<file path="src/rtl/core/sfb_pkg.sv">
// Shared constants, codes and types of the stereo FIR binaural convolver.
// Used by every module under rtl/core except sfb_ram; depends on nothing else.
`timescale 1ns / 1ps

package sfb_pkg;

   // Coefficient store depth and derived widths.
   localparam int TAP_DEPTH   = 256;
   localparam int TAP_AW      = $clog2(TAP_DEPTH);
   localparam int TAP_CNT_W   = 9;
   localparam int SUM_DEPTH   = TAP_DEPTH - 1;
   localparam int SUM_AW      = (SUM_DEPTH > 1) ? $clog2(SUM_DEPTH) : 1;

   // Field widths.
   localparam int SAMPLE_W    = 16;
   localparam int TAP_INDEX_W = 8;
   localparam int GAIN_W      = 16;
   localparam int DIST_W      = 16;
   localparam int CSR_DATA_W  = 16;
   localparam int CSR_INDEX_W = 2;

   // Datapath widths.
   localparam int SUM_W       = 40;
   localparam int MUL_W       = SAMPLE_W + 1;
   localparam int PROD_W      = 2 * MUL_W;
   localparam int DSQ_W       = 2 * DIST_W;
   localparam int SCALE_SHIFT = 11;
   localparam int HALF_SHIFT  = SCALE_SHIFT - 1;
   localparam int CHUNK_W     = 16;
   localparam int CHUNKS      = 3;
   localparam int MAG_W       = CHUNK_W * CHUNKS;
   localparam int NUM_W       = 56;
   localparam int DEN_W       = DSQ_W + SCALE_SHIFT;
   localparam int QUOT_W      = 16;
   localparam int DIV_HI_W    = NUM_W - QUOT_W;
   localparam int CMP_W       = (DIV_HI_W > DEN_W) ? DIV_HI_W : DEN_W;
   localparam int DIV_CNT_W   = $clog2(QUOT_W);

   // Command codes.
   localparam logic CMD_AUDIO = 1'b0;
   localparam logic CMD_LOAD  = 1'b1;

   // Register indexes.
   localparam logic [CSR_INDEX_W-1:0] CSR_TAP_COUNT = 2'd0;
   localparam logic [CSR_INDEX_W-1:0] CSR_GAIN      = 2'd1;
   localparam logic [CSR_INDEX_W-1:0] CSR_DISTANCE  = 2'd2;

   // Register reset values; unity distance is 1.0 in Q8.8.
   localparam logic [TAP_CNT_W-1:0] TAP_COUNT_RST = '0;
   localparam logic [GAIN_W-1:0]    GAIN_RST      = 16'd4096;
   localparam logic [DIST_W-1:0]    DIST_UNITY    = 16'd256;

   // Output saturation limits.
   localparam logic [SAMPLE_W-1:0] OUT_MAX     = 16'h7FFF;
   localparam logic [SAMPLE_W-1:0] OUT_MIN     = 16'h8000;
   localparam logic [QUOT_W-1:0]   POS_LIMIT   = 16'd32767;
   localparam logic [QUOT_W-1:0]   NEG_LIMIT   = 16'd32768;

   typedef struct packed {
      logic              start;
      logic [NUM_W-1:0]  num;
      logic [DEN_W-1:0]  den;
   } sfb_div_req_type;

   typedef struct packed {
      logic              done;
      logic              ovf;
      logic [QUOT_W-1:0] quot;
   } sfb_div_res_type;

endpackage

</file>
<file path="src/rtl/core/sfb_mul.sv">
// Shared signed multiplier with a registered product.
// Depends on sfb_pkg for the operand and product widths.
`timescale 1ns / 1ps

module sfb_mul (
   input  logic                              clock,
   input  logic signed [sfb_pkg::MUL_W-1:0]  op_a,
   input  logic signed [sfb_pkg::MUL_W-1:0]  op_b,
   output logic signed [sfb_pkg::PROD_W-1:0] prod
);

   import sfb_pkg::*;

   logic signed [PROD_W-1:0] prod_ff;
   logic signed [PROD_W-1:0] prod_in;

   assign prod_in = op_a * op_b;

   always_ff @(posedge clock) begin
      prod_ff <= prod_in;
   end

   assign prod = prod_ff;

endmodule

</file>
<file path="config.mk">
export PLATFORM = sky130hd
export DESIGN_NAME = sfb_mul
export DESIGN_NICKNAME = d
export VERILOG_FILES = /design/src/rtl/core/sfb_pkg.sv /design/src/rtl/core/sfb_mul.sv
export SDC_FILE = /design/constraint.sdc
export NUM_CORES = 1
export LEC_CHECK = 0
export ABC_CLOCK_PERIOD_IN_PS = 6230
export BUFFER_PORTS_ARGS = -buffer_cell sky130_fd_sc_hd__buf_2
export CAP_MARGIN = 0
export CORE_MARGIN = 2
export CORE_UTILIZATION = 53
export CTS_CLUSTER_SIZE = 30
export DETAILED_ROUTE_END_ITERATION = 10
export GPL_TIMING_DRIVEN = 0
export HOLD_SLACK_MARGIN = 0.06
export PLACE_DENSITY_LB_ADDON = 0.08
export SYNTH_ARGS = -nofsm -noshare
export SYNTH_HDL_FRONTEND = slang
export SYNTH_SLANG_ARGS = --single-unit
</file>
<file path="constraint.sdc">
create_clock -name clock -period 6.23 [get_ports clock]
set_input_delay 0.9345 -clock clock [delete_from_list [all_inputs] [get_ports clock]]
set_output_delay 0.9345 -clock clock [all_outputs]
set_load 0.1 [all_outputs]
</file>
==> impl_metrics.yaml <==
status:
  status: "finished, violations left"
  violations: "setup timing"
die:
  fp.dieH_um: 152
  die-area_um2: 23200
  initial_core_util_pct: 53.7
  core_um2: 21700
  row_count: 54
  pin_count: 69
  die_w_um: 152
place:
  globalplace.congestion: 0.955
  port_buffers: 65
  dpl.hpwl_um: 24200
synth:
  yosysTopAreaCellShare_pct: 50.9
  synth_compound_area_share_pct: 4.80
  ys_warn_count: 0
  synthXorXnorAreaFrac_pct: 2.26
  synth_top_family_by_area: "adder cells"
  synth_edf_count: 0
  yosys.area_share.simple_pct: 15.4
  avgSynthCellArea_um2: 9.40
  synthCells: 1238
  netlist_area_um2: 11600
  synth_area_leaders: "fa_1, inv_1, ha_1"
  async_reset_ff_share_pct: 0
  ys.flop_type: "dfxtp_1"
  yosysSeqAreaShare_pct: 5.85
  synthMuxAreaShare_pct: 0.0860
  synth.largest_area_cell: "fa_1"
  synth_seq_cells: 34
  ys_types: 50
  synth_fa_ha_area_share_pct: 60.1
  syn_nets: 1654
critical_path:
  max_stage_delay_ps: 540
  arrival_ps: 6650
  start_kind: "input pin"
  path_cells: "buf_12 > buf_8 > buf_4 > buf_6 > and2_4 > fa_1 > inv_1 > fa_2 > fa_2 > inv_2 > fa_2 > fa_1 > inv_2 > fa_1 > inv_2 > ha_4 > and4_4 > a221oi_4 > a311oi_4 > or4b_4 > a31oi_4 > o21bai_1 > xor2_1"
  crit_family: "adder cells"
  critPathRequiredTime_ps: 6420
  worst-path-buf-inv: 8
  path_max_fanout: 8
  worstSetupPathType: "input pin to flop"
  critPathSlowestCell: "fa_1"
  endpoint_kind: "flop"
final_layout:
  syn_to_final_growth_pct: 19.2
  fill_cells: 1821
  num_antenna_cells: 0
  fin_nets: 1772
  drive_above_1_share_pct: 18.3
  largest_register_ffs: 34
global_route:
  grtUsageTotal_pct: 26.5
  first_global_vias: 9036
  grt_max_degree: 18
  grt_overflow: 0
  antenna_found_initial: 0
  grt_pass1_wl_um: 47300
sta:
  hold_violations: 0
  tightest_slew_ps: 540
  min_period_over_period_pct: 104
  drv_slew: 0
  rsz0062_at_grt: "true"
  post-route-min-period_ps: 6470
  setup_tns_ps: -898
  fin_ws_ps: -236
  fmax_mhz: 155
  setup_viol: 6
  slew-limit-headroom_pct: 63.6
flow_run:
  cap_violations: 0
clock_tree:
  root_buffer: "clkbuf_16"
  ctsHtreeMaxLevel: 2
  cts_hold_buffers: 0
  cts_sinks: 34
  cts_buffers: 5
  path_clk_slew_ps: 70
  cts_tree: "done"
  clock_path_buffers: 2
worst_hold_path:
  hp-start: "op_a[0]"
  whs_path_depth: 2
  min_to: "prod[0]"
  hold_class: "input pin to flop"
detailed_routing:
  drt-vias-per-instance: 5.19
  drtIter0Drc: 314
  wl_per_cell_um: 18.0
  vias: 8504
  ant_nets: 0
  drc: 0
  wl_um: 29400
  drt_pass1_iterations: 5
## how the worst max path moves through the flow
stage                         from  endpoint  slack [ps]  depth (start not counted)
after floorplan            op_b[8]  prod[31]        -250                         24
after global placement    op_b[16]  prod[31]       -1180                         22
after detailed placement   op_a[8]  prod[31]       -1180                         21
after CTS                 op_b[10]  prod[31]        -290                         24
after global routing       op_b[6]  prod[31]        -410                         21
final                      op_b[7]  prod[31]        -240                         23
## Yosys cell counts, drive strengths merged, types with 2 or more instances
| cell type | instances |
|---|---|
| inv | 311 |
| fa | 296 |
| and2 | 148 |
| nand2 | 142 |
| ha | 85 |
| clkbuf | 40 |
| dfxtp | 34 |
| nor2 | 32 |
| xnor2 | 26 |
| o21ai | 20 |
| a21oi | 18 |
| a21o | 11 |
| nand3 | 8 |
| o21a | 6 |
| a31oi | 5 |
| nand4 | 5 |
| a211oi | 4 |
| nor2b | 4 |
| nor3 | 4 |
| o211ai | 4 |
| xor2 | 4 |
| buf | 3 |
| nand2b | 3 |
| a221oi | 2 |
| and3 | 2 |
| and4 | 2 |
| nand3b | 2 |
| nor3b | 2 |
| o2111ai | 2 |
| o21bai | 2 |
## per-stage QoR
stage | instance area, µm² | setup slack, ps | utilization (%) | hold WS [ps] | cells
2_1_floorplan | 11700 | -252 | - | 1060 | 1238
3_3_place_gp | 12400 | -1180 | 57.0 | 1290 | 1583
3_5_place_dp | 12400 | -1180 | 57.0 | 1300 | 1583
4_1_cts | 13500 | -290 | 62.1 | 984 | 1619
5_1_grt | 13900 | -414 | 63.9 | 990 | 1637
6_report | 13900 | -236 | 63.9 | 989 | 1637
## layout make-up
| class | count | area, µm² | area share, % |
|---|---|---|---|
| multi-input combinational | 850 | 10000 | 72.1 |
| buffer | 35 | 572 | 4.12 |
| clock inverter | 3 | 68.8 | 0.496 |
| tap | 280 | 350 | 2.53 |
| timing repair buffer | 119 | 902 | 6.50 |
| inverter | 311 | 1170 | 8.44 |
| clock buffer | 5 | 125 | 0.902 |
| sequential | 34 | 681 | 4.91 |
## placed cells by master (no fill, tap or decap), drive strengths merged, types with 5 or more instances in the layout
cell type	n
nand3	8
nand2	142
a21o	11
dfxtp	34
o21a	6
ha	85
buf	125
and2	148
fa	296
nor2	32
nand4	5
o21ai	20
clkbuf	34
inv	310
a31oi	5
a21oi	18
xnor2	26
## kinds of logic after synthesis
| family | Yosys count |
|---|---|
| AO/OA/AOI/OAI | 82 |
| XOR/XNOR | 30 |
| adder cells (fa/ha/maj) | 381 |
| buffers and inverters | 354 |
| flip-flops | 34 |
| multiplexers | 1 |
| AND/OR/NAND/NOR | 356 |
## per-layer routing
layer	GRT usage [%]	vias up	routed length [µm]
met1	32.6	4344	11100
li1	-	3862	-
met4	10.5	0	1290
met5	0	-	0
met3	3.98	56	1350
met2	47.0	242	15600
## repair_timing
| item | 4_1_cts | 5_1_grt |
|---|---|---|
| setup buffers | 34 | 21 |
| gates resized for setup | 163 | 95 |
| pin swaps | 35 | 82 |
| cloned | 0 | 0 |
| endpoints found under the setup margin | 17 | 14 |
Power is not shown: default switching activity piles up to over one toggle a cycle in this logic, so the estimate is an artifact.
