## config.mk

```make
export PLATFORM = sky130hd
export DESIGN_NAME = sfb_div
export DESIGN_NICKNAME = d
export VERILOG_FILES = /design/src/rtl/core/sfb_pkg.sv /design/src/rtl/core/sfb_div.sv
export SDC_FILE = /design/constraint.sdc
export NUM_CORES = 1
export LEC_CHECK = 0
export ABC_CLOCK_PERIOD_IN_PS = 10500
export BUFFER_PORTS_ARGS = -buffer_cell sky130_fd_sc_hd__buf_2
export CORE_MARGIN = 2
export CORE_UTILIZATION = 55
export CTS_CLUSTER_DIAMETER = 40
export DETAILED_ROUTE_END_ITERATION = 6
export GPL_TIMING_DRIVEN = 0
export HOLD_SLACK_MARGIN = 0.08
export PLACE_DENSITY_LB_ADDON = 0.12
export SKIP_LAST_GASP = 1
export SLEW_MARGIN = 5
export SYNTH_ARGS = -nofsm -noshare
export SYNTH_HDL_FRONTEND = slang
export SYNTH_SLANG_ARGS = --single-unit
```

## constraint.sdc

```tcl
create_clock -name clock -period 10.5 [get_ports clock]
set_clock_uncertainty 0.2 [all_clocks]
set_input_delay 2.1 -clock clock [delete_from_list [all_inputs] [get_ports clock]]
set_output_delay 2.1 -clock clock [all_outputs]
set_load 0.02 [all_outputs]
```

## src/rtl/core/sfb_pkg.sv

```systemverilog
// Shared constants, codes and types of the stereo FIR binaural convolver.
// Used by every module under rtl/core except sfb_ram; depends on nothing else.
`timescale 1ns / 1ps

package sfb_pkg;

   // Coefficient store depth and derived widths.
   localparam int TAP_DEPTH   = 256;
   localparam int TAP_AW      = $clog2(TAP_DEPTH);
   localparam int TAP_CNT_W   = 9;
   localparam int SUM_DEPTH   = TAP_DEPTH - 1;
   localparam int SUM_AW      = (SUM_DEPTH > 1) ? $clog2(SUM_DEPTH) : 1;

   // Field widths.
   localparam int SAMPLE_W    = 16;
   localparam int TAP_INDEX_W = 8;
   localparam int GAIN_W      = 16;
   localparam int DIST_W      = 16;
   localparam int CSR_DATA_W  = 16;
   localparam int CSR_INDEX_W = 2;

   // Datapath widths.
   localparam int SUM_W       = 40;
   localparam int MUL_W       = SAMPLE_W + 1;
   localparam int PROD_W      = 2 * MUL_W;
   localparam int DSQ_W       = 2 * DIST_W;
   localparam int SCALE_SHIFT = 11;
   localparam int HALF_SHIFT  = SCALE_SHIFT - 1;
   localparam int CHUNK_W     = 16;
   localparam int CHUNKS      = 3;
   localparam int MAG_W       = CHUNK_W * CHUNKS;
   localparam int NUM_W       = 56;
   localparam int DEN_W       = DSQ_W + SCALE_SHIFT;
   localparam int QUOT_W      = 16;
   localparam int DIV_HI_W    = NUM_W - QUOT_W;
   localparam int CMP_W       = (DIV_HI_W > DEN_W) ? DIV_HI_W : DEN_W;
   localparam int DIV_CNT_W   = $clog2(QUOT_W);

   // Command codes.
   localparam logic CMD_AUDIO = 1'b0;
   localparam logic CMD_LOAD  = 1'b1;

   // Register indexes.
   localparam logic [CSR_INDEX_W-1:0] CSR_TAP_COUNT = 2'd0;
   localparam logic [CSR_INDEX_W-1:0] CSR_GAIN      = 2'd1;
   localparam logic [CSR_INDEX_W-1:0] CSR_DISTANCE  = 2'd2;

   // Register reset values; unity distance is 1.0 in Q8.8.
   localparam logic [TAP_CNT_W-1:0] TAP_COUNT_RST = '0;
   localparam logic [GAIN_W-1:0]    GAIN_RST      = 16'd4096;
   localparam logic [DIST_W-1:0]    DIST_UNITY    = 16'd256;

   // Output saturation limits.
   localparam logic [SAMPLE_W-1:0] OUT_MAX     = 16'h7FFF;
   localparam logic [SAMPLE_W-1:0] OUT_MIN     = 16'h8000;
   localparam logic [QUOT_W-1:0]   POS_LIMIT   = 16'd32767;
   localparam logic [QUOT_W-1:0]   NEG_LIMIT   = 16'd32768;

   typedef struct packed {
      logic              start;
      logic [NUM_W-1:0]  num;
      logic [DEN_W-1:0]  den;
   } sfb_div_req_type;

   typedef struct packed {
      logic              done;
      logic              ovf;
      logic [QUOT_W-1:0] quot;
   } sfb_div_res_type;

endpackage

```

## src/rtl/core/sfb_div.sv

```systemverilog
// Restoring divider, one quotient bit per cycle, with early overflow detect.
// Depends on sfb_pkg for widths and the request and result types.
`timescale 1ns / 1ps

module sfb_div (
   input  logic                     clock,
   input  logic                     reset,
   input  sfb_pkg::sfb_div_req_type div_req,
   output sfb_pkg::sfb_div_res_type div_res
);

   import sfb_pkg::*;

   logic                 busy_ff, busy_in;
   logic                 done_ff, done_in;
   logic                 ovf_ff, ovf_in;
   logic [DIV_CNT_W-1:0] cnt_ff, cnt_in;
   logic [DEN_W-1:0]     rem_ff, rem_in;
   logic [DEN_W-1:0]     den_ff, den_in;
   logic [QUOT_W-1:0]    num_ff, num_in;
   logic [QUOT_W-1:0]    quot_ff, quot_in;

   logic [DIV_HI_W-1:0]  num_hi;
   logic                 too_big;
   logic [DEN_W:0]       trial;
   logic                 fits;
   logic [DEN_W:0]       trial_sub;

   assign num_hi    = div_req.num[NUM_W-1:QUOT_W];
   // The quotient cannot fit when the upper dividend bits already reach the divisor.
   assign too_big   = CMP_W'(num_hi) >= CMP_W'(div_req.den);
   assign trial     = {rem_ff, num_ff[QUOT_W-1]};
   assign fits      = trial >= {1'b0, den_ff};
   assign trial_sub = trial - {1'b0, den_ff};

   always_comb begin
      busy_in = busy_ff;
      done_in = 1'b0;
      ovf_in  = ovf_ff;
      cnt_in  = cnt_ff;
      rem_in  = rem_ff;
      den_in  = den_ff;
      num_in  = num_ff;
      quot_in = quot_ff;
      if (div_req.start) begin
         den_in  = div_req.den;
         num_in  = div_req.num[QUOT_W-1:0];
         rem_in  = DEN_W'(num_hi);
         quot_in = '0;
         cnt_in  = DIV_CNT_W'(QUOT_W - 1);
         ovf_in  = too_big;
         if (too_big) begin
            done_in = 1'b1;
         end else begin
            busy_in = 1'b1;
         end
      end else if (busy_ff) begin
         rem_in  = fits ? trial_sub[DEN_W-1:0] : trial[DEN_W-1:0];
         quot_in = {quot_ff[QUOT_W-2:0], fits};
         num_in  = {num_ff[QUOT_W-2:0], 1'b0};
         cnt_in  = cnt_ff - 1'b1;
         if (cnt_ff == '0) begin
            busy_in = 1'b0;
            done_in = 1'b1;
         end
      end
   end

   always_ff @(posedge clock) begin
      if (reset) begin
         busy_ff <= 1'b0;
         done_ff <= 1'b0;
      end else begin
         busy_ff <= busy_in;
         done_ff <= done_in;
      end
   end

   always_ff @(posedge clock) begin
      ovf_ff  <= ovf_in;
      cnt_ff  <= cnt_in;
      rem_ff  <= rem_in;
      den_ff  <= den_in;
      num_ff  <= num_in;
      quot_ff <= quot_in;
   end

   assign div_res.done = done_ff;
   assign div_res.ovf  = ovf_ff;
   assign div_res.quot = quot_ff;

endmodule

```

==> results of run 1 <==
==> final timing paths <==
path                            startpoint                  endpoint  slack, ns  cells after the start
hold / removal    quot_ff[15]$_SDFFE_PP0P_  quot_ff[15]$_SDFFE_PP0P_       0.29                      2
setup / recovery               div_req[99]      rem_ff[18]$_DFFE_PP_       5.14                      4
setup reg to reg      rem_ff[34]$_DFFE_PP_      rem_ff[33]$_DFFE_PP_       5.92                     11
hold reg to reg   quot_ff[15]$_SDFFE_PP0P_  quot_ff[15]$_SDFFE_PP0P_       0.29                      2
==> per-layer routing <==
layer	global-route usage (%)	part of all wire, %	up-vias
met5	0	0.031	-
met4	8.82	2.3	2
met3	5.38	6.1	47
met2	43.4	46	243
met1	36.8	46	3469
li1	-	-	3650
==> worst min-delay path, cell delays in order, from the launching register on <==
cell,delay [ns]
dfxtp_1,0.32
mux2i_1,0.06
nor2_1,0.07
==> kinds of logic after synthesis <==
| kind of cell | Yosys count |
|---|---|
| mux | 70 |
| xor+xnor | 31 |
| flops | 125 |
| buf+inv | 143 |
| simple gates | 226 |
| compound gates | 235 |
| fa+ha+maj | 85 |
==> final cells by class <==
class | instances | area, um2 | area share, %
clock inverter | 14 | 151 | 1.45
sequential | 125 | 3500 | 33.6
clock buffer | 18 | 439 | 4.21
timing repair buffer | 119 | 596 | 5.71
tap | 216 | 270 | 2.59
multi-input combinational | 647 | 4860 | 46.6
buffer | 41 | 226 | 2.17
inverter | 102 | 383 | 3.67
==> per-stage QoR <==
step / setup WS (ns) / hold WS, ns
after floorplan: 6.42 / 0.270
after global placement: 4.27 / 0.275
after detailed placement: 4.66 / 0.281
after CTS: 5.11 / 0.297
after global routing: 4.97 / 0.322
final: 5.14 / 0.288
==> flip-flops by register name, indices dropped and copies added, names as in the netlist <==
| signal | count |
|---|---|
| ovf_ff | 1 |
| cnt_ff | 4 |
| busy_ff | 1 |
| quot_ff | 16 |
| num_ff | 16 |
| den_ff | 43 |
| done_ff | 1 |
| rem_ff | 43 |
==> power by group <==
part	internal (uW)	leakage, uW	switching, uW
Sequential	651	0.00120	46.5
Clock	342	0.000291	251
Combinational	480	0.00324	644
==> layout by cell type, fill, tap and decap left out, types with 12 or more instances in the layout <==
| cell type | netlist | final |
|---|---|---|
| buf_2 | 6 | 125 |
| inv_1 | 102 | 102 |
| edfxtp_1 | 100 | 100 |
| ha_1 | 84 | 84 |
| a21oi_1 | 72 | 72 |
| mux2_2 | 53 | 53 |
| nand2_1 | 52 | 52 |
| nor2_1 | 43 | 43 |
| a21o_1 | 36 | 36 |
| o21ai_0 | 33 | 33 |
| dfxtp_1 | 25 | 25 |
| clkbuf_1 | 22 | 22 |
| nand4_1 | 20 | 20 |
| xnor2_1 | 18 | 18 |
| mux2i_1 | 17 | 17 |
| clkbuf_16 | 0 | 17 |
| nor2b_1 | 16 | 16 |
| nor3_1 | 16 | 16 |
| nand3_1 | 15 | 15 |
| xor2_1 | 13 | 13 |
| a31oi_1 | 12 | 12 |
==> impl_metrics.yaml, run 1 <==
status:
  status: "finished, final reports clean"
synth:
  synth_common_cells: "inv_1, edfxtp_1, ha_1"
  synth_seq_area_share_pct: 39.0
  yosys.area_share.simple_pct: 13.3
  synth_enable_flop_cells: 100
  synth_most_common_cell: "inv_1"
  synthArstFlopShare_pct: 0
  synth-seq-cells: 125
  synth.largest_area_cell: "edfxtp_1"
  synth_cells: 915
  synthAdderAreaFrac_pct: 11.9
  muxShareOfSynthArea_pct: 8.55
  synth-compound-area-share_pct: 17.3
  ys.flop_type: "edfxtp_1"
  synth_xor_area_share_pct: 3.03
  synth_area_leaders: "edfxtp_1, ha_1, mux2_2"
  synth_area_mm2: 0.00897
  syn_avg_cell_area_um2: 9.81
  synth_top_family_by_area: "compound AO/OA/AOI/OAI gates"
  ys_warn_count: 0
  yosysUniqueCellTypes: 70
  synth_top_area_share_pct: 33.5
  syn_nets: 1102
critical_path:
  cpPeakStageDelay_ns: 0.94
  cp_data_required_time_ns: 10.35
  setup.worst_path.class: "in -> reg"
  crit_family: "buffers and inverters"
  crit_path_frequent_cell: "clkbuf_1"
  crit_fanout: 56
  crit_buf_inv: 3
  worstSetupEndpointType: "register"
  crit_path_start_kind: "input pin"
  cp_slowest_cell: "buf_2"
  arrival_ns: 5.21
  worstPathCellList: "buf_2, clkbuf_1, clkbuf_1, or2_4"
final_layout:
  stdcell_count: 1282
  syn2layout_area_growth_pct: 16.3
  num-fill-cells: 1363
  layout.nets: 1240
  postLayoutCoreUtil_pct: 65.4
  diodes: 0
  design_area_mm2: 0.0104
  drive_gt1_share_pct: 21.9
global_route:
  grt.overflow.total: 0
  grt_pass1_vias: 7274
  grt_first_pass_wirelength_um: 37100
  grt_max_degree: 57
  track_usage_pct: 27.0
  antenna_found_initial: 2
die:
  die-area_mm2: 0.0174
  start_util_pct: 56.3
  pin_count: 120
  die_w_um: 132
  placementRows: 46
  fp.dieH_um: 132
  core_mm2: 0.0159
detailed_routing:
  drtAntennaViolNets: 0
  avgRoutedWirePerCell_um: 17.7
  wl_um: 22700
  drt_iter0_drc: 578
  firstDrtPassIters: 5
  num_vias: 7411
  drc_errors: 0
  vias_per_cell: 5.78
timing:
  grt_setup_unrepaired: "false"
  worst_slew_pin_slew_ns: 1.31
  max-slew-margin-rel_pct: 12.7
  drv_slew: 0
  finalHoldViolations: 0
  setup_tns_ns: 0
  min_period_ns: 5.36
  fmax_mhz: 187
  min_period_over_period_pct: 51.0
  setup_viol: 0
clock_network:
  cts_resized: 0
  insertion_delay_ns: 0.43
  cts_sinks: 125
  clk_pin_slew_worst_paths_ns: 0.06
  cts_setup_buffers: 0
  cts_max_path_buffers: 2
  cts_hold_buf: 0
  htreeDepth: 4
  cts_buffers: 17
  cts_root_buf: "clkbuf_16"
  cts_tree: "done"
min_path:
  holdCritPathClass: "reg -> reg"
placed_design:
  dp_cells: 1250
  placed_area_mm2: 0.00984
  dp_hpwl_um: 17000
  portBuffers: 119
  routabilityCongestion: 0.917
run:
  cap_violations: 0
pwr:
  peakVddDrop_mv: 0.149
  p_per_area_mw_per_mm2: 231
  power_uw: 2420
  p_leak_uw: 0.00473
Note: power is estimated with default switching activity, not from simulation.
==> inputs of run 2 (changes only) <==
--- a/config.mk
+++ b/config.mk
@@ -5,10 +5,10 @@
 export SDC_FILE = /design/constraint.sdc
 export NUM_CORES = 1
 export LEC_CHECK = 0
-export ABC_CLOCK_PERIOD_IN_PS = 10500
+export ABC_CLOCK_PERIOD_IN_PS = 4880
 export BUFFER_PORTS_ARGS = -buffer_cell sky130_fd_sc_hd__buf_2
 export CORE_MARGIN = 2
-export CORE_UTILIZATION = 55
+export CORE_UTILIZATION = 53
 export CTS_CLUSTER_DIAMETER = 40
 export DETAILED_ROUTE_END_ITERATION = 6
 export GPL_TIMING_DRIVEN = 0
==> constraint.sdc (replaced) <==
create_clock -name clock -period 4.88 [get_ports clock]
set_clock_uncertainty 0.2 [all_clocks]
set_input_delay 0.976 -clock clock [delete_from_list [all_inputs] [get_ports clock]]
set_output_delay 0.976 -clock clock [all_outputs]
set_load 0.02 [all_outputs]
==> run 2 against run 1 <==
Compared with the run above:
- flip-flop and latch count stayed put
- worst hold slack better by 0.021 ns
- critical path depth increased by 7
- sequential power grew 110%
- global-route usage fell by 0.51 points
- sequential share of layout area about the same
- power is 120% higher
- via count rose by 0.22%
- critical path type is now reg -> reg
==> impl_metrics.yaml, run 2 (synthesis results as in run 1) <==
critical_path:
  crit_path_start_kind: "register"
  worstSetupEndpointType: "register"
  crit_buf_inv: 2
  setup.worst_path.class: "reg -> reg"
  critPathLaunch: "rem_ff[34]$_DFFE_PP_"
  crit_path_frequent_cell: "a21oi_1"
  arrival_ns: 4.58
  cp_data_required_time_ns: 4.94
  r2r-start: "rem_ff[34]$_DFFE_PP_"
  worstPathCellList: "ha_1, a21oi_1, o21ai_0, a221oi_1, a21boi_0, o221ai_1, nor2_1, clkbuf_1, clkbuf_1, a21oi_1, a21oi_1"
  cp_slowest_cell: "clkbuf_1"
  crit_fanout: 10
  crit_family: "compound AO/OA/AOI/OAI gates"
  cpPeakStageDelay_ns: 0.62
final_layout:
  design_area_mm2: 0.0104
  diodes: 0
  syn2layout_area_growth_pct: 16.3
  final_cell_mix: "buf_2, inv_1, edfxtp_1"
  final_common_cell: "buf_2"
  postLayoutCoreUtil_pct: 62.9
  reg_top3: "den_ff (43), rem_ff (43)"
  layout.nets: 1240
  drive_gt1_share_pct: 21.7
  ff_latch_area_mm2: 0.00350
  multi_input_area_mm2: 0.00486
  stdcell_count: 1286
  num-fill-cells: 1451
clock_network:
  cts_buffers: 17
  clk_pin_slew_worst_paths_ns: 0.06
  cts_resized: 0
  cts_max_path_buffers: 2
  insertion_delay_ns: 0.43
  cts_tree: "done"
  cts_root_buf: "clkbuf_16"
  htreeDepth: 4
  cts_sinks: 125
  cts_hold_buf: 0
  cts_setup_buffers: 0
timing:
  min_period_ns: 4.51
  grt_setup_unrepaired: "false"
  finalHoldViolations: 0
  max-slew-margin-rel_pct: 13.8
  setup_viol: 0
  setup_tns_ns: 0
  drv_slew: 0
  min_period_over_period_pct: 92.5
  setup_ws_ns: 0.366
  fmax_mhz: 222
  worst_slew_pin_slew_ns: 1.29
detailed_routing:
  num_vias: 7427
  firstDrtPassIters: 5
  drt_iter0_drc: 514
  avgRoutedWirePerCell_um: 18.0
  wl_um: 23200
  drtAntennaViolNets: 0
  vias_per_cell: 5.78
  drc_errors: 0
placed_design:
  dp_cells: 1254
  portBuffers: 119
  dpl_worst_slack_ns: 0.125
  placed_area_mm2: 0.00985
  dp_hpwl_um: 17100
  routabilityCongestion: 0.906
pwr:
  pwr-share-seq_pct: 28.8
  clock_power_share_pct: 24.6
  p_comb_share_pct: 46.6
  p_sw_uw: 2010
  peakVddDrop_mv: 0.307
  p_leak_uw: 0.00472
  internal-power_uw: 3200
  netSwitchingFraction_pct: 38.6
  p_per_area_mw_per_mm2: 499
min_path:
  holdCritPathClass: "reg -> reg"
  worstHoldStart: "cnt_ff[3]$_SDFFE_PP1P_"
die:
  die-area_mm2: 0.0180
  fp.dieH_um: 134
  placementRows: 47
  pin_count: 120
  core_mm2: 0.0166
  start_util_pct: 54.1
  die_w_um: 134
global_route:
  grt.overflow.total: 0
  grt_first_pass_wirelength_um: 37100
  grt_pass1_vias: 7334
  track_usage_pct: 26.5
  grt_max_degree: 57
  antenna_found_initial: 0
run:
  cap_violations: 0
status:
  status: "finished, final reports clean"
run 2: cell types whose count changed in the layout (fill, tap and decap cells not counted), sizes merged:
cell,before,now
clkbuf,42,43
bufinv,1,2
inv,110,108
run 2: worst paths after layout:
| check | end | slack, ns | cells past startpoint |
|---|---|---|---|
| worst min register to register | cnt_ff[3]$_SDFFE_PP1P_ | 0.31 | 2 |
| worst max register to register | rem_ff[33]$_DFFE_PP_ | 0.37 | 11 |
| worst max-delay path | rem_ff[33]$_DFFE_PP_ | 0.37 | 11 |
| worst min-delay path | cnt_ff[3]$_SDFFE_PP1P_ | 0.31 | 2 |
run 2: final cells by class:
cell class	instances	area share (%)
timing repair buffer	119	5.71
buffer	41	2.17
sequential	125	33.6
inverter	102	3.67
clock inverter	13	1.47
clock buffer	19	4.15
tap	220	2.64
multi-input combinational	647	46.6
run 2: tightest hold or removal path, stage by stage (launching register included):
cell and delay, ns:
dfxtp_1 0.34, xnor2_1 0.08, nand2b_1 0.06
run 2: metal layers:
metal,track usage (%),vias up,part of all wire [%]
li1,-,3643,-
met1,35.1,3501,45
met2,42.7,241,46
met3,6.50,42,7.1
met4,8.77,0,2.5
met5,0,-,0
run 2: metrics by stage:
stage / power [uW] / hold slack [ns]
2_1_floorplan: 3300 / 0.270
3_3_place_gp: 3870 / 0.283
3_5_place_dp: 3900 / 0.290
4_1_cts: 5190 / 0.311
5_1_grt: 5550 / 0.327
6_report: 5210 / 0.309
run 2: power by group through the flow:
stage	Clock [uW]	Combinational, uW	Sequential [uW]
after floorplan	0	1810	1490
after global placement	0	2360	1510
after detailed placement	0	2380	1520
after CTS	1290	2400	1500
after global routing	1330	2690	1520
final	1280	2430	1500
==> inputs of run 3 (changes only) <==
--- a/config.mk
+++ b/config.mk
@@ -11,7 +11,6 @@
 export CORE_UTILIZATION = 53
 export CTS_CLUSTER_DIAMETER = 40
 export DETAILED_ROUTE_END_ITERATION = 6
-export GPL_TIMING_DRIVEN = 0
 export HOLD_SLACK_MARGIN = 0.08
 export PLACE_DENSITY_LB_ADDON = 0.12
 export SKIP_LAST_GASP = 1
==> run 3 against run 2 <==
Compared with the run above:
- design area down 0.94%
- worst hold slack worse by 0.0070 ns
- clock power increased by 5%
- critical endpoint is now rem_ff[14]$_DFFE_PP_
- power down 0.90%
- flip-flop and latch count unchanged
- non-clock buffer count shrank 28
- wire length shrank 11%
- combinational power fell by 4%
==> impl_metrics.yaml, run 3 (synthesis results as in run 1) <==
timing:
  worst_slew_pin_slew_ns: 0.900
  min_period_over_period_pct: 89.4
  worst_hold_slack_ns: 0.302
  grt_setup_unrepaired: "false"
  min_period_ns: 4.36
  finalHoldViolations: 0
  setup_viol: 0
  fmax_mhz: 229
  setup_tns_ns: 0
  max-slew-margin-rel_pct: 39.8
  drv_slew: 0
clock_network:
  cts_hold_buf: 0
  htreeDepth: 4
  cts_sinks: 125
  cts_max_path_buffers: 2
  cts_resized: 0
  clk_pin_slew_worst_paths_ns: 0.06
  cts_setup_buffers: 0
  cts_buffers: 17
  insertion_delay_ns: 0.43
  cts_root_buf: "clkbuf_16"
  cts_tree: "done"
status:
  status: "finished, final reports clean"
final_layout:
  syn2layout_area_growth_pct: 15.2
  design_area_mm2: 0.0103
  diodes: 0
  layout.nets: 1212
  final_common_cell: "buf_2"
  final_cell_mix: "buf_2, inv_1, edfxtp_1"
  num-fill-cells: 1447
  drive_gt1_share_pct: 22.3
  reg_top3: "den_ff (43), rem_ff (43)"
critical_path:
  worstSetupEndpointType: "register"
  worstPathCellList: "ha_1, nand4_1, or4_4, or4_4, a31oi_4, or2_1, buf_4, mux2_2, mux2_2"
  cp_data_required_time_ns: 4.86
  crit_fanout: 14
  cpPeakStageDelay_ns: 0.61
  setup.worst_path.class: "reg -> reg"
  crit_path_start_kind: "register"
  arrival_ns: 4.35
  cp_slowest_cell: "or4_4"
die:
  core_mm2: 0.0166
  die_w_um: 134
  start_util_pct: 54.1
  pin_count: 120
  placementRows: 47
  fp.dieH_um: 134
  die-area_mm2: 0.0180
detailed_routing:
  drc_errors: 0
  num_vias: 7194
  drt_iter0_drc: 552
  wl_um: 20700
  vias_per_cell: 5.72
  avgRoutedWirePerCell_um: 16.4
  drtAntennaViolNets: 0
  firstDrtPassIters: 5
pwr:
  internal-power_uw: 3190
  p_comb_share_pct: 45.1
  p_sw_uw: 1970
  p_leak_uw: 0.00470
  power_uw: 5160
  p_per_area_mw_per_mm2: 499
  netSwitchingFraction_pct: 38.2
  clock_power_share_pct: 25.9
  peakVddDrop_mv: 0.286
  pwr-share-seq_pct: 29.0
global_route:
  grt_first_pass_wirelength_um: 33500
  grt.overflow.total: 0
  grt_max_degree: 72
  antenna_found_initial: 0
  grt_pass1_vias: 6841
  track_usage_pct: 23.6
placed_design:
  dp_hpwl_um: 15700
  placed_area_mm2: 0.00972
  portBuffers: 119
  routabilityCongestion: 0.926
min_path:
  holdCritPathClass: "reg -> reg"
run:
  cap_violations: 0
run 3: changes by cell type in the layout (fill, tap and decap cells not counted), sizes merged:
cell    delta
buf        -4
clkbuf    -26
inv        +4
clkinv     -2
run 3: layer usage:
| layer | track usage [%] | up-vias | wire length [um] |
|---|---|---|---|
| met1 | 33.5 | 3359 | 9710 |
| met3 | 4.38 | 31 | 1240 |
| met2 | 36.0 | 216 | 9290 |
| met5 | 0 | - | 0 |
| met4 | 8.71 | 0 | 442 |
| li1 | - | 3588 | - |
run 3: worst paths after layout:
path / slack, ns / endpoint / cells after the start / start
worst max-delay path: 0.52 / rem_ff[14]$_DFFE_PP_ / 9 / rem_ff[25]$_DFFE_PP_
worst min-delay path: 0.30 / quot_ff[15]$_SDFFE_PP0P_ / 2 / quot_ff[15]$_SDFFE_PP0P_
worst max register to register: 0.52 / rem_ff[14]$_DFFE_PP_ / 9 / rem_ff[25]$_DFFE_PP_
worst min register to register: 0.30 / quot_ff[15]$_SDFFE_PP0P_ / 2 / quot_ff[15]$_SDFFE_PP0P_
run 3: worst max-delay path: cells and delay by family, from the launching register on:
family                     cells  cell delay, ns
muxes                          2            0.62
DFF                            1            0.39
and+or+nand+nor                4            1.80
AOI/OAI and AO/OA              1            0.32
buffers and inverters          1            0.30
adders and majority gates      1            0.48
run 3: final cells by class:
type	count	area (um2)	share of cell area, %
inverter	102	383	3.70
multi-input combinational	647	4860	47.0
tap	220	275	2.66
sequential	125	3500	33.9
clock inverter	15	193	1.86
clock buffer	17	425	4.12
timing repair buffer	132	696	6.73
run 3: power by group through the flow:
stage	clock network (uW)	logic [uW]	registers, uW
floorplan	0	1810	1490
global placement	0	2270	1510
detailed placement	0	2290	1520
CTS	1360	2300	1500
global route	1400	2570	1520
finish	1340	2330	1500
run 3: through the flow:
stage | worst slack, ns | instances | util (%)
floorplan | 1.14 | 915 | -
global placement | 0.665 | 1226 | 58.6
detailed placement | 0.509 | 1226 | 58.6
CTS | 0.517 | 1258 | 62.3
global route | 0.347 | 1258 | 62.3
finish | 0.516 | 1258 | 62.3
